`src/mmc_pkg.sv`:
```
`timescale 1ns / 1ps

package mmc_pkg;

  // Three magnetometer axes, handled in the order X, Y, Z.
  localparam int AXES = 3;

  // Soft-iron scale words are always 16 bits wide and saturate at the top code.
  localparam int SCALE_BITS = 16;
  localparam logic [SCALE_BITS-1:0] SCALE_MAX = '1;

  // Entries in the snapshot queue between the front and the back.
  localparam int QUEUE_DEPTH = 2;

  // Sequencer states of the back part.
  typedef enum logic [4:0] {
    ST_IDLE = 5'b00001,
    ST_SUM  = 5'b00010,
    ST_LOAD = 5'b00100,
    ST_DIV  = 5'b01000,
    ST_OUT  = 5'b10000
  } back_state_t;

endpackage

```
`src/mmc_if.sv`:
```
`timescale 1ns / 1ps

// One beat carries one three-axis sample and the end-of-run mark.
interface mmc_sample_if #(
  parameter int SAMPLE_BITS = 16
);
  logic                          valid;
  logic                          ready;
  logic signed [SAMPLE_BITS-1:0] mag_x;
  logic signed [SAMPLE_BITS-1:0] mag_y;
  logic signed [SAMPLE_BITS-1:0] mag_z;
  logic                          final_sample;

  modport source (output valid, mag_x, mag_y, mag_z, final_sample, input ready);
  modport sink   (input valid, mag_x, mag_y, mag_z, final_sample, output ready);
endinterface

// One beat carries the calibration result of one run.
interface mmc_result_if
  import mmc_pkg::*;
#(
  parameter int SAMPLE_BITS = 16
);
  logic                          valid;
  logic                          ready;
  logic signed [SAMPLE_BITS-1:0] offset_x;
  logic signed [SAMPLE_BITS-1:0] offset_y;
  logic signed [SAMPLE_BITS-1:0] offset_z;
  logic        [SCALE_BITS-1:0]  scale_x;
  logic        [SCALE_BITS-1:0]  scale_y;
  logic        [SCALE_BITS-1:0]  scale_z;
  logic                          flat_axis;

  modport source (output valid, offset_x, offset_y, offset_z, scale_x, scale_y, scale_z,
                  flat_axis, input ready);
  modport sink   (input valid, offset_x, offset_y, offset_z, scale_x, scale_y, scale_z,
                  flat_axis, output ready);
endinterface

```
`src/mag_min_max_calibration_top.sv`:
```
// Throughput: one sample beat per cycle; the front never stalls while a queue slot is free.
// A final sample's result beat waits for the bit-serial divider, which runs once for each
// axis with a nonzero range.
// Two finished runs can wait in the snapshot queue while the divider works.
// Reset (rst, synchronous, active high) empties the queue, drops the result beat and
// returns every running extreme to its start value; no clearing pass is needed.
`timescale 1ns / 1ps

// The front folds each accepted sample into per-axis running minimum and maximum
// registers in the same cycle. When a beat carries the end-of-run mark, the front
// pushes the folded extremes into a small snapshot queue and restarts the extremes.
//
// The back pops one snapshot at a time. It first forms the per-axis ranges and the
// floored midpoints (the hard-iron offsets), then the sum of the three ranges. For
// each axis it divides the sum, shifted up by the fraction width, by three times the
// axis range, one quotient bit per cycle. A zero range skips the division and gives
// the saturated scale directly; a quotient that does not fit in 16 bits saturates as
// well. Either case raises the flat-axis flag. The finished result sits in an output
// register, so the sink can leave a result waiting while the back works on the next one.
module mag_min_max_calibration_top
  import mmc_pkg::*;
#(
  parameter int SAMPLE_BITS     = 16,
  parameter int SCALE_FRAC_BITS = 12
) (
  input  logic         clk,
  input  logic         rst,
  mmc_sample_if.sink   samples,
  mmc_result_if.source results
);

  localparam int SNAP_BITS = 6 * SAMPLE_BITS;

  logic                 push_valid;
  logic                 push_ready;
  logic [SNAP_BITS-1:0] push_data;
  logic                 pop_valid;
  logic                 pop_ready;
  logic [SNAP_BITS-1:0] pop_data;

  mmc_front #(
    .SAMPLE_BITS (SAMPLE_BITS)
  ) u_front (
    .clk        (clk),
    .rst        (rst),
    .samples    (samples),
    .push_valid (push_valid),
    .push_ready (push_ready),
    .push_data  (push_data)
  );

  mmc_queue #(
    .WIDTH (SNAP_BITS)
  ) u_queue (
    .clk        (clk),
    .rst        (rst),
    .push_valid (push_valid),
    .push_ready (push_ready),
    .push_data  (push_data),
    .pop_valid  (pop_valid),
    .pop_ready  (pop_ready),
    .pop_data   (pop_data)
  );

  mmc_back #(
    .SAMPLE_BITS     (SAMPLE_BITS),
    .SCALE_FRAC_BITS (SCALE_FRAC_BITS)
  ) u_back (
    .clk       (clk),
    .rst       (rst),
    .pop_valid (pop_valid),
    .pop_ready (pop_ready),
    .pop_data  (pop_data),
    .results   (results)
  );

endmodule

```
`src/mmc_front.sv`:
```
`timescale 1ns / 1ps

module mmc_front
  import mmc_pkg::*;
#(
  parameter int SAMPLE_BITS = 16
) (
  input  logic                       clk,
  input  logic                       rst,
  mmc_sample_if.sink                 samples,
  output logic                       push_valid,
  input  logic                       push_ready,
  output logic [6*SAMPLE_BITS-1:0]   push_data
);

  localparam logic [SAMPLE_BITS-1:0] POS_MAX = {1'b0, {(SAMPLE_BITS-1){1'b1}}};
  localparam logic [SAMPLE_BITS-1:0] NEG_MAX = {1'b1, {(SAMPLE_BITS-1){1'b0}}};

  logic signed [SAMPLE_BITS-1:0] low   [AXES];
  logic signed [SAMPLE_BITS-1:0] high  [AXES];
  logic signed [SAMPLE_BITS-1:0] smp   [AXES];
  logic signed [SAMPLE_BITS-1:0] low_f [AXES];
  logic signed [SAMPLE_BITS-1:0] high_f[AXES];
  logic                          accept;

  // A final sample needs a free queue slot, so the queue sets ready for all beats.
  assign samples.ready = push_ready;
  assign accept        = samples.valid && push_ready;
  assign push_valid    = samples.valid && samples.final_sample;

  assign smp[0] = samples.mag_x;
  assign smp[1] = samples.mag_y;
  assign smp[2] = samples.mag_z;

  always_comb begin
    push_data = '0;
    for (int a = 0; a < AXES; a++) begin
      low_f[a]  = (smp[a] < low[a])  ? smp[a] : low[a];
      high_f[a] = (smp[a] > high[a]) ? smp[a] : high[a];
      push_data[2*a*SAMPLE_BITS     +: SAMPLE_BITS] = low_f[a];
      push_data[(2*a+1)*SAMPLE_BITS +: SAMPLE_BITS] = high_f[a];
    end
  end

  always_ff @(posedge clk) begin
    for (int a = 0; a < AXES; a++) begin
      if (rst || (accept && samples.final_sample)) begin
        low[a]  <= POS_MAX;
        high[a] <= NEG_MAX;
      end else if (accept) begin
        low[a]  <= low_f[a];
        high[a] <= high_f[a];
      end
    end
  end

endmodule

```
`src/mmc_queue.sv`:
```
`timescale 1ns / 1ps

module mmc_queue
  import mmc_pkg::*;
#(
  parameter int WIDTH = 96
) (
  input  logic             clk,
  input  logic             rst,
  input  logic             push_valid,
  output logic             push_ready,
  input  logic [WIDTH-1:0] push_data,
  output logic             pop_valid,
  input  logic             pop_ready,
  output logic [WIDTH-1:0] pop_data
);

  localparam int PW = $clog2(QUEUE_DEPTH);
  localparam int CW = $clog2(QUEUE_DEPTH + 1);

  logic [WIDTH-1:0] mem [QUEUE_DEPTH];
  logic [PW-1:0]    wr_ptr;
  logic [PW-1:0]    rd_ptr;
  logic [CW-1:0]    count;
  logic             do_push;
  logic             do_pop;

  assign push_ready = (count != CW'(QUEUE_DEPTH));
  assign pop_valid  = (count != '0);
  assign pop_data   = mem[rd_ptr];
  assign do_push    = push_valid && push_ready;
  assign do_pop     = pop_valid && pop_ready;

  always_ff @(posedge clk) begin
    if (do_push) begin
      mem[wr_ptr] <= push_data;
    end
  end

  always_ff @(posedge clk) begin
    if (rst) begin
      wr_ptr <= '0;
      rd_ptr <= '0;
      count  <= '0;
    end else begin
      if (do_push) begin
        wr_ptr <= (wr_ptr == PW'(QUEUE_DEPTH - 1)) ? '0 : wr_ptr + 1'b1;
      end
      if (do_pop) begin
        rd_ptr <= (rd_ptr == PW'(QUEUE_DEPTH - 1)) ? '0 : rd_ptr + 1'b1;
      end
      if (do_push && !do_pop) begin
        count <= count + 1'b1;
      end else if (do_pop && !do_push) begin
        count <= count - 1'b1;
      end
    end
  end

endmodule

```
`src/mmc_back.sv`:
```
`timescale 1ns / 1ps

module mmc_back
  import mmc_pkg::*;
#(
  parameter int SAMPLE_BITS     = 16,
  parameter int SCALE_FRAC_BITS = 12
) (
  input  logic                     clk,
  input  logic                     rst,
  input  logic                     pop_valid,
  output logic                     pop_ready,
  input  logic [6*SAMPLE_BITS-1:0] pop_data,
  mmc_result_if.source             results
);

  localparam int SB = SAMPLE_BITS;
  localparam int RW = SB + 2;                // range sum and divisor width
  localparam int DW = RW + SCALE_FRAC_BITS;  // dividend and quotient width
  localparam int CW = $clog2(DW + 1);

  back_state_t       state;
  logic [1:0]        axis;
  logic [SB-1:0]     rng [AXES];
  logic [SB-1:0]     ofs [AXES];
  logic [SCALE_BITS-1:0] scl [AXES];
  logic              flag;
  logic [RW-1:0]     sum;
  logic [RW-1:0]     rem;
  logic [RW-1:0]     dsr;
  logic [DW-1:0]     dvd;
  logic [CW-1:0]     cnt;

  logic              res_valid;
  logic [SB-1:0]     res_ofs [AXES];
  logic [SCALE_BITS-1:0] res_scl [AXES];
  logic              res_flag;

  logic [RW:0]       trial;
  logic              ge;
  logic [RW-1:0]     rem_next;
  logic [DW-1:0]     dvd_next;
  logic [SB:0]       diff [AXES];
  logic [SB:0]       twice [AXES];
  logic              last_axis;

  assign pop_ready = (state == ST_IDLE);
  assign last_axis = (axis == 2'(AXES - 1));

  // Unpack the snapshot: range and twice the midpoint, both in SB+1 bits.
  always_comb begin
    for (int a = 0; a < AXES; a++) begin
      diff[a]  = {pop_data[(2*a+2)*SB-1], pop_data[(2*a+1)*SB +: SB]}
               - {pop_data[(2*a+1)*SB-1], pop_data[2*a*SB +: SB]};
      twice[a] = {pop_data[(2*a+2)*SB-1], pop_data[(2*a+1)*SB +: SB]}
               + {pop_data[(2*a+1)*SB-1], pop_data[2*a*SB +: SB]};
    end
  end

  // One restoring division step.
  always_comb begin
    trial    = {rem, dvd[DW-1]};
    ge       = (trial >= {1'b0, dsr});
    rem_next = ge ? RW'(trial - {1'b0, dsr}) : RW'(trial);
    dvd_next = {dvd[DW-2:0], ge};
  end

  always_ff @(posedge clk) begin
    if (rst) begin
      state <= ST_IDLE;
    end else begin
      unique case (state)
        ST_IDLE: begin
          if (pop_valid) begin
            for (int a = 0; a < AXES; a++) begin
              rng[a] <= diff[a][SB-1:0];
              ofs[a] <= twice[a][SB:1];
            end
            state <= ST_SUM;
          end
        end
        ST_SUM: begin
          sum   <= RW'(rng[0]) + RW'(rng[1]) + RW'(rng[2]);
          axis  <= '0;
          flag  <= 1'b0;
          state <= ST_LOAD;
        end
        ST_LOAD: begin
          if (rng[axis] == '0) begin
            scl[axis] <= SCALE_MAX;
            flag      <= 1'b1;
            axis      <= axis + 1'b1;
            state     <= last_axis ? ST_OUT : ST_LOAD;
          end else begin
            dsr   <= {1'b0, rng[axis], 1'b0} + RW'(rng[axis]);
            dvd   <= {sum, {SCALE_FRAC_BITS{1'b0}}};
            rem   <= '0;
            cnt   <= CW'(DW);
            state <= ST_DIV;
          end
        end
        ST_DIV: begin
          rem <= rem_next;
          dvd <= dvd_next;
          cnt <= cnt - 1'b1;
          if (cnt == CW'(1)) begin
            if (dvd_next[DW-1:SCALE_BITS] != '0) begin
              scl[axis] <= SCALE_MAX;
              flag      <= 1'b1;
            end else begin
              scl[axis] <= dvd_next[SCALE_BITS-1:0];
            end
            axis  <= axis + 1'b1;
            state <= last_axis ? ST_OUT : ST_LOAD;
          end
        end
        ST_OUT: begin
          if (!res_valid || results.ready) begin
            state <= ST_IDLE;
          end
        end
        default: state <= ST_IDLE;
      endcase
    end
  end

  // Output register: holds a result until the sink takes the beat.
  always_ff @(posedge clk) begin
    if (rst) begin
      res_valid <= 1'b0;
    end else if (state == ST_OUT && (!res_valid || results.ready)) begin
      res_valid <= 1'b1;
    end else if (results.ready) begin
      res_valid <= 1'b0;
    end
  end

  always_ff @(posedge clk) begin
    if (state == ST_OUT && (!res_valid || results.ready)) begin
      for (int a = 0; a < AXES; a++) begin
        res_ofs[a] <= ofs[a];
        res_scl[a] <= scl[a];
      end
      res_flag <= flag;
    end
  end

  assign results.valid     = res_valid;
  assign results.offset_x  = res_ofs[0];
  assign results.offset_y  = res_ofs[1];
  assign results.offset_z  = res_ofs[2];
  assign results.scale_x   = res_scl[0];
  assign results.scale_y   = res_scl[1];
  assign results.scale_z   = res_scl[2];
  assign results.flat_axis = res_flag;

endmodule
```
`src/flat_wrapper.sv`:
```
// flat-port wrapper written by rule: the top's interface ports become plain ports
module mag_min_max_calibration_top_flat import mmc_pkg::*;
#(
  parameter int SAMPLE_BITS     = 16,
  parameter int SCALE_FRAC_BITS = 12
)
  (clk, rst, samples_valid, samples_mag_x, samples_mag_y, samples_mag_z, samples_final_sample, samples_ready, results_valid, results_offset_x, results_offset_y, results_offset_z, results_scale_x, results_scale_y, results_scale_z, results_flat_axis, results_ready);
  mmc_sample_if #(.SAMPLE_BITS(SAMPLE_BITS)) samples_i ();
  mmc_result_if #(.SAMPLE_BITS(SAMPLE_BITS)) results_i ();
  input  logic clk;
  input  logic rst;
  input wire logic [$bits(samples_i.valid)-1:0] samples_valid;
  input wire logic [$bits(samples_i.mag_x)-1:0] samples_mag_x;
  input wire logic [$bits(samples_i.mag_y)-1:0] samples_mag_y;
  input wire logic [$bits(samples_i.mag_z)-1:0] samples_mag_z;
  input wire logic [$bits(samples_i.final_sample)-1:0] samples_final_sample;
  output wire logic [$bits(samples_i.ready)-1:0] samples_ready;
  output wire logic [$bits(results_i.valid)-1:0] results_valid;
  output wire logic [$bits(results_i.offset_x)-1:0] results_offset_x;
  output wire logic [$bits(results_i.offset_y)-1:0] results_offset_y;
  output wire logic [$bits(results_i.offset_z)-1:0] results_offset_z;
  output wire logic [$bits(results_i.scale_x)-1:0] results_scale_x;
  output wire logic [$bits(results_i.scale_y)-1:0] results_scale_y;
  output wire logic [$bits(results_i.scale_z)-1:0] results_scale_z;
  output wire logic [$bits(results_i.flat_axis)-1:0] results_flat_axis;
  input wire logic [$bits(results_i.ready)-1:0] results_ready;
  assign samples_i.valid = samples_valid;
  assign samples_i.mag_x = samples_mag_x;
  assign samples_i.mag_y = samples_mag_y;
  assign samples_i.mag_z = samples_mag_z;
  assign samples_i.final_sample = samples_final_sample;
  assign samples_ready = samples_i.ready;
  assign results_valid = results_i.valid;
  assign results_offset_x = results_i.offset_x;
  assign results_offset_y = results_i.offset_y;
  assign results_offset_z = results_i.offset_z;
  assign results_scale_x = results_i.scale_x;
  assign results_scale_y = results_i.scale_y;
  assign results_scale_z = results_i.scale_z;
  assign results_flat_axis = results_i.flat_axis;
  assign results_i.ready = results_ready;
  mag_min_max_calibration_top #(.SAMPLE_BITS(SAMPLE_BITS), .SCALE_FRAC_BITS(SCALE_FRAC_BITS)) u_core (.clk(clk), .rst(rst), .samples(samples_i), .results(results_i));
endmodule
```
`config.mk`:
```
export PLATFORM = sky130hd
export DESIGN_NAME = mag_min_max_calibration_top_flat
export DESIGN_NICKNAME = d
export VERILOG_FILES = /design/src/mmc_pkg.sv /design/src/mmc_if.sv /design/src/mag_min_max_calibration_top.sv /design/src/mmc_front.sv /design/src/mmc_queue.sv /design/src/mmc_back.sv /design/src/flat_wrapper.sv
export SDC_FILE = /design/constraint.sdc
export NUM_CORES = 1
export LEC_CHECK = 0
export BUFFER_PORTS_ARGS = -buffer_cell sky130_fd_sc_hd__buf_4
export CAP_MARGIN = 40
export CORE_MARGIN = 8
export CORE_UTILIZATION = 50
export DETAILED_ROUTE_END_ITERATION = 12
export PLACE_DENSITY = 0.67
export SYNTH_ARGS = -nofsm -noshare
export SYNTH_HDL_FRONTEND = slang
export SYNTH_SLANG_ARGS = --single-unit
```
`constraint.sdc`:
```
create_clock -name clk -period 10.47 [get_ports clk]
set_input_delay 2.094 -clock clk [delete_from_list [all_inputs] [get_ports clk]]
set_output_delay 2.094 -clock clk [all_outputs]
set_load 0.05 [all_outputs]
```
After elaboration in Yosys (flattened, before gate mapping)
Memory sizes are Yosys's and may differ from the RTL's. A register that Yosys moved wholly into a read port is not among the register bits.
Cells that the tools add are included.
{"block": "word_totals", "inputBits": 53, "n_memories": 8, "regBits": 103, "ramBits": 528}
{"memory": "u_core.u_queue.mem", "depth": 2, "word_bits": 96, "rd": 1, "rd_clocked_by_memory_dff": 1, "wr": 1, "line": "mmc_queue.sv:21", "rtl": "logic [WIDTH-1:0] mem [QUEUE_DEPTH];"}
{"memory": "u_core.u_back.ofs", "depth": 3, "word_bits": 16, "rd": 3, "rd_clocked_by_memory_dff": 0, "wr": 3, "line": "mmc_back.sv:25", "rtl": "logic [SB-1:0] ofs [AXES];"}
{"memory": "u_core.u_back.res_ofs", "depth": 3, "word_bits": 16, "rd": 3, "rd_clocked_by_memory_dff": 0, "wr": 3, "line": "mmc_back.sv:35", "rtl": "logic [SB-1:0] res_ofs [AXES];"}
{"memory": "u_core.u_back.res_scl", "depth": 3, "word_bits": 16, "rd": 3, "rd_clocked_by_memory_dff": 0, "wr": 3, "line": "mmc_back.sv:36", "rtl": "logic [SCALE_BITS-1:0] res_scl [AXES];"}
{"memory": "u_core.u_back.rng", "depth": 3, "word_bits": 16, "rd": 4, "rd_clocked_by_memory_dff": 1, "wr": 3, "line": "mmc_back.sv:24", "rtl": "logic [SB-1:0] rng [AXES];"}
{"memory": "u_core.u_back.scl", "depth": 3, "word_bits": 16, "rd": 3, "rd_clocked_by_memory_dff": 0, "wr": 1, "line": "mmc_back.sv:26", "rtl": "logic [SCALE_BITS-1:0] scl [AXES];"}
{"memory": "2 more memories"}
{"block": "classes", "n_mux": 70, "n_reduce_logical": 26, "n_addsub": 16, "bitwise": 10, "magnitude_cmp": 7, "eq_ne": 14}
{"cell": "$mux W16", "count": 14}
{"cell": "$add A16 B16 Y17", "count": 4}
{"cell": "$pmux W30 S2", "count": 1}
{"cell": "$gt A16 B16 Y1", "count": 3}
{"cell": "$lt A16 B16 Y1", "count": 3}
{"cell": "$sub A16 B16 Y16", "count": 3}
{"cell": "$add A17 B16 Y18", "count": 2}
{"cell": "$mux W1", "count": 36}
{"cell": "$mux W18", "count": 2}
{"cell": "$pmux W18 S2", "count": 1}
{"cell": "$mux W30", "count": 1}
{"cell": "$mux W5", "count": 6}
{"cell": "$pmux W5 S5", "count": 1}
{"cell": "$ge A19 B18 Y1", "count": 1}
{"cell": "$sub A18 B18 Y18", "count": 1}
{"cell": "$logic_not A16 Y1", "count": 1}
{"cell": "$reduce_bool A14 Y1", "count": 1}
{"cell": "$ne A2 B2 Y1 const B", "count": 6}
{"cell": "$eq A5 B1 Y1 const B", "count": 2}
{"cell": "$mux W2", "count": 5}
{"cell": "$pmux W5 S2", "count": 1}
{"cell": "$reduce_and A3 Y1", "count": 3}
{"cell": "$logic_and A1 B1 Y1", "count": 8}
{"cell": "$or A1 B1 Y1", "count": 8}
{"cell": "other kinds (20)", "count": 29}

Depth between registers and ports, before layout
{"block": "logic_depth", "word_depth": 8, "ltp_mapped": 16}

Modules after synthesis
From an unflattened synthesis, not the netlist that was laid out.
{"block": "hier_totals", "hier_cells": 2945, "hier_area_um2": 35117.4}
{"module": "mmc_back", "area_per_inst_um2": 19047.0, "cells_each": 1610, "instances": 1, "seq_area_each_um2": 10159.7}
{"module": "mmc_front", "area_per_inst_um2": 8719.6, "cells_each": 1012, "instances": 1, "seq_area_each_um2": 2882.8}
{"module": "mmc_queue", "area_per_inst_um2": 7350.8, "cells_each": 323, "instances": 1, "seq_area_each_um2": 5865.6}

Worst setup path before layout
Ideal clock, no wire load.
{"block": "synth_path", "path_kind": "input-to-reg", "start": "input results_ready", "end": "memory u_core.u_back.res_ofs[0][0] (netlist name) (enable)", "slack_ps": 3398, "setup_ps": 564, "n_path_buf": 0, "arrival_time_ps": 6508, "cell_stages": 2, "cell_sequence": "nand2b_1 > nor2b_1"}
{"item": "start, declared", "line": "flat_wrapper.sv:26", "rtl": "input wire logic [$bits(results_i.ready)-1:0] results_ready;"}
{"item": "end, declared", "line": "mmc_back.sv:35"}

==> implementation parameters <==
Parameter                              Value

Status
  Result of the run ... complete, no violations

Drt
  Total length of routed wires ... 69100 um
  DRT iter0 DRCs ... 1291
  Routed length per instance ... 19.0 um
  Number of iterations in the first detailed-routing pass ... 5
  Vias per cell ... 5.46
  DRC violations left ... 0
  Final ANT Viol Nets ... 0
  Vias ... 19800

Clock tree
  Root cell of the clock tree ... sky130_fd_sc_hd__clkbuf_16
  Post-CTS setup buffer count ... 0
  Number of resized instances in the post-cts repair step ... 0
  CTS tree ... done
  Maximum root-to-sink buffer count ... 3
  Total number of H-tree levels ... 3
  Clock-pin slew on the worst setup and hold paths ... 60 ps
  Number of clock sinks seen by CTS ... 634
  Post-CTS Hold Buffers ... 0
  Clock latency reported for the late side of the worst-skew pair ... 600 ps
  Number of buffers added by the clock tree synthesis step ... 69

Yosys
  FFs w/ async S/R, synth ... 0%
  Combinational family with the most area after synthesis ... adder cells
  Number of synthesized register bits ... 634
  Cell type with the largest total area after synthesis ... sky130_fd_sc_hd__edfxtp_1
  Fraction of the mapped netlist area in simple logic gates ... 8.47%
  Register area share after synthesis ... 57.7%
  Cell count after synthesis ... 2543
  Multiplexer share of the synthesized area ... 7.18%
  Summed instance area of the synthesized netlist ... 32800 sq um
  Post-synth cell types ... 77
  Synthesized-area fraction occupied by adder cells ... 11.1%
  Main area contributors after synthesis ... sky130_fd_sc_hd__edfxtp_1 (57%), sky130_fd_sc_hd__ha_1 (9.5%), sky130_fd_sc_hd__mux2_2 (3.7%), sky130_fd_sc_hd__inv_1 (3.0%), sky130_fd_sc_hd__xnor2_1 (2.5%)
  Dominant synthesized flop cell ... sky130_fd_sc_hd__edfxtp_1
  Most frequent cell after synthesis ... sky130_fd_sc_hd__edfxtp_1
  Number of synthesized flops with an enable pin ... 621
  Post-synthesis xor/xnor area fraction ... 3.31%
  Avg Cell Area, Syn ... 12.9 sq um
  Share of the synthesized area in the top cell type ... 56.9%
  Synthesized netlist net count ... 2871
  Share of the synthesized area in compound gates (AO/OA/AOI/OAI) ... 8.38%
  Synthesis warning total ... 0
  Most instantiated cells after synthesis ... sky130_fd_sc_hd__edfxtp_1 (621), sky130_fd_sc_hd__inv_1 (259), sky130_fd_sc_hd__ha_1 (250)

Die
  Placeable core region ... 65400 sq um
  Number of rows created at floorplan ... 94
  Die X-Extent ... 272 um
  Floorplan die height ... 272 um
  Boundary Pins ... 152
  Starting density of the core ... 50.1%
  Full die area ... 74000 sq um

STA
  Count of endpoints failing setup in the final report ... 0
  Maximum clock frequency ... 0.210 GHz
  Largest clock skew in the final design ... 24.4 ps
  Total negative setup slack ... 0 ps
  Final Hold Violating Endpoints ... 0
  Transition time at the pin with the least slew margin ... 940 ps
  Setup slack of the critical path after layout ... 5710 ps
  Tcrit/Tclk final ... 45.5%
  Hold Slack ... 417 ps
  RSZ-0062 raised after global routing ... false
  Max transition margin ... 36.8%
  Fin. max-slew vios ... 0
  Final worst path period need ... 4760 ps

Critical path
  Category of the worst setup path launch point ... register
  Arrival time reported for the critical path endpoint ... 5110 ps
  Largest fanout on the critical path ... 43
  Required time of the critical path ... 10810 ps
  Startpoint-to-endpoint class of the critical path ... register to register
  Setup crit end kind ... register

Placed design
  Placed Instance Area ... 35100 sq um
  Placement Setup Slack ... 5460 ps
  HPWL after detailed placement ... 49500 um
  GP Congestion ... 0.887
  Count of port buffers added during placement ... 151

Power and ir drop
  Leakage power figure ... 0.0147 uW
  Peak VDD IR ... 123 uV
  Power Dens Cells ... 241 nW/um^2

Global route
  Global routing met3 resource utilization ... 2.91%
  Final global-route overflow total ... 0
  Met2 track utilization from global routing ... 30.2%
  Largest net degree at the start of global routing ... 80
  Routing usage on met1 ... 24.3%
  Via count of the first global-routing pass ... 19900
  Global-route layer with the greatest usage ... met2
  Global-route wire length before repair ... 109000 um
  Overall track demand over capacity in global routing ... 18.4%
  Antenna violations before repair ... 0

Final layout
  P&R area growth vs syn ... 13.6%
  Final standard cell utilization of the core ... 57.0%
  Diodes inserted ... 0
  Final layout net count ... 3046
  Fill cell instance count of the final layout ... 5356
  Fin area ... 37300 sq um
  Ratio of cells with drive above 1 in the final layout ... 15.6%

Flow run
  Number of maximum-capacitance violations ... 0

Hold path
  Hold Path Class ... register to register
## per-stage QoR
stage,power [uW],std cells
2_1_floorplan,5860,2543
3_3_place_gp,6570,3503
3_5_place_dp,6660,3511
4_1_cts,9060,3633
5_1_grt,9510,3633
6_report,8990,3633
## state kept, by name, summed over array words and instances, names as in the netlist, 48 cells and up, named ones only
name / cells
u_core.u_front.high: 48
u_core.u_front.low: 48
u_core.u_back.scl: 48
u_core.u_back.res_ofs: 48
u_core.u_queue.mem: 192
u_core.u_back.rng: 48
u_core.u_back.ofs: 48
u_core.u_back.res_scl: 48
## critical path, cell delays in order, from the launching register on
cell and delay (ps):
sky130_fd_sc_hd__dfxtp_4 780, sky130_fd_sc_hd__buf_4 730, sky130_fd_sc_hd__buf_4 460, sky130_fd_sc_hd__mux2i_1 430
sky130_fd_sc_hd__ha_1 400, sky130_fd_sc_hd__nor3_1 200, sky130_fd_sc_hd__o21ai_0 150, sky130_fd_sc_hd__and3_1 190
sky130_fd_sc_hd__nor2_1 270, sky130_fd_sc_hd__nand2_1 150, sky130_fd_sc_hd__a221oi_1 370, sky130_fd_sc_hd__o221ai_1 210
sky130_fd_sc_hd__xnor2_1 150
## area by class of cell
cell class	count	area, sq um	area share [%]
clock buffers	89	1910	5.12
multi-input cells	1576	12700	34.0
flip-flops and latches	634	18900	50.8
repair buffers	178	1430	3.83
clock inverters	33	292	0.782
inverters	259	972	2.61
well taps	864	1080	2.90
## where the power goes
| group | switching, uW | internal, uW |
|---|---|---|
| clock network | 972 | 1390 |
| registers | 147 | 3310 |
| logic | 1840 | 1330 |
| total | 2960 | 6030 |
## cells by family (layout without fill, tap and decap cells)
group,Yosys count,in the layout
simple gates,544,544
mux,210,210
compound gates,423,423
buf+inv,333,559
fa+ha+maj,275,275
xor+xnor,124,124
flops,634,634
## metal layers
metal	up-vias	part of all wire, %
met4	0	3.8
met2	517	47
met3	133	4.9
met1	9656	44
li1	9535	-
met5	-	0
## layout by cell type, fill, tap and decap left out, types with 88 or more instances in the layout
cell / n
sky130_fd_sc_hd__edfxtp_1: 621
sky130_fd_sc_hd__inv_1: 259
sky130_fd_sc_hd__ha_1: 250
sky130_fd_sc_hd__buf_4: 171
sky130_fd_sc_hd__nor2_1: 139
sky130_fd_sc_hd__nand2_1: 118
sky130_fd_sc_hd__a21oi_1: 118
sky130_fd_sc_hd__mux2_2: 107
sky130_fd_sc_hd__xnor2_1: 94
sky130_fd_sc_hd__o21ai_0: 88
## worst paths after layout
| path | from | to | slack (ps) | cells after the start |
|---|---|---|---|---|
| worst max-delay path | register | u_core.u_back.ofs[0][30] | 5710 | 12 |
| worst min-delay path | u_core.u_back.scl[2][4] | u_core.u_back.res_scl[0][36] | 420 | 0 |
| worst max register to register | register | u_core.u_back.ofs[0][30] | 5710 | 12 |
| worst min register to register | u_core.u_back.scl[2][4] | u_core.u_back.res_scl[0][36] | 420 | 0 |
No activity file was read; power rests on OpenSTA's default activity.
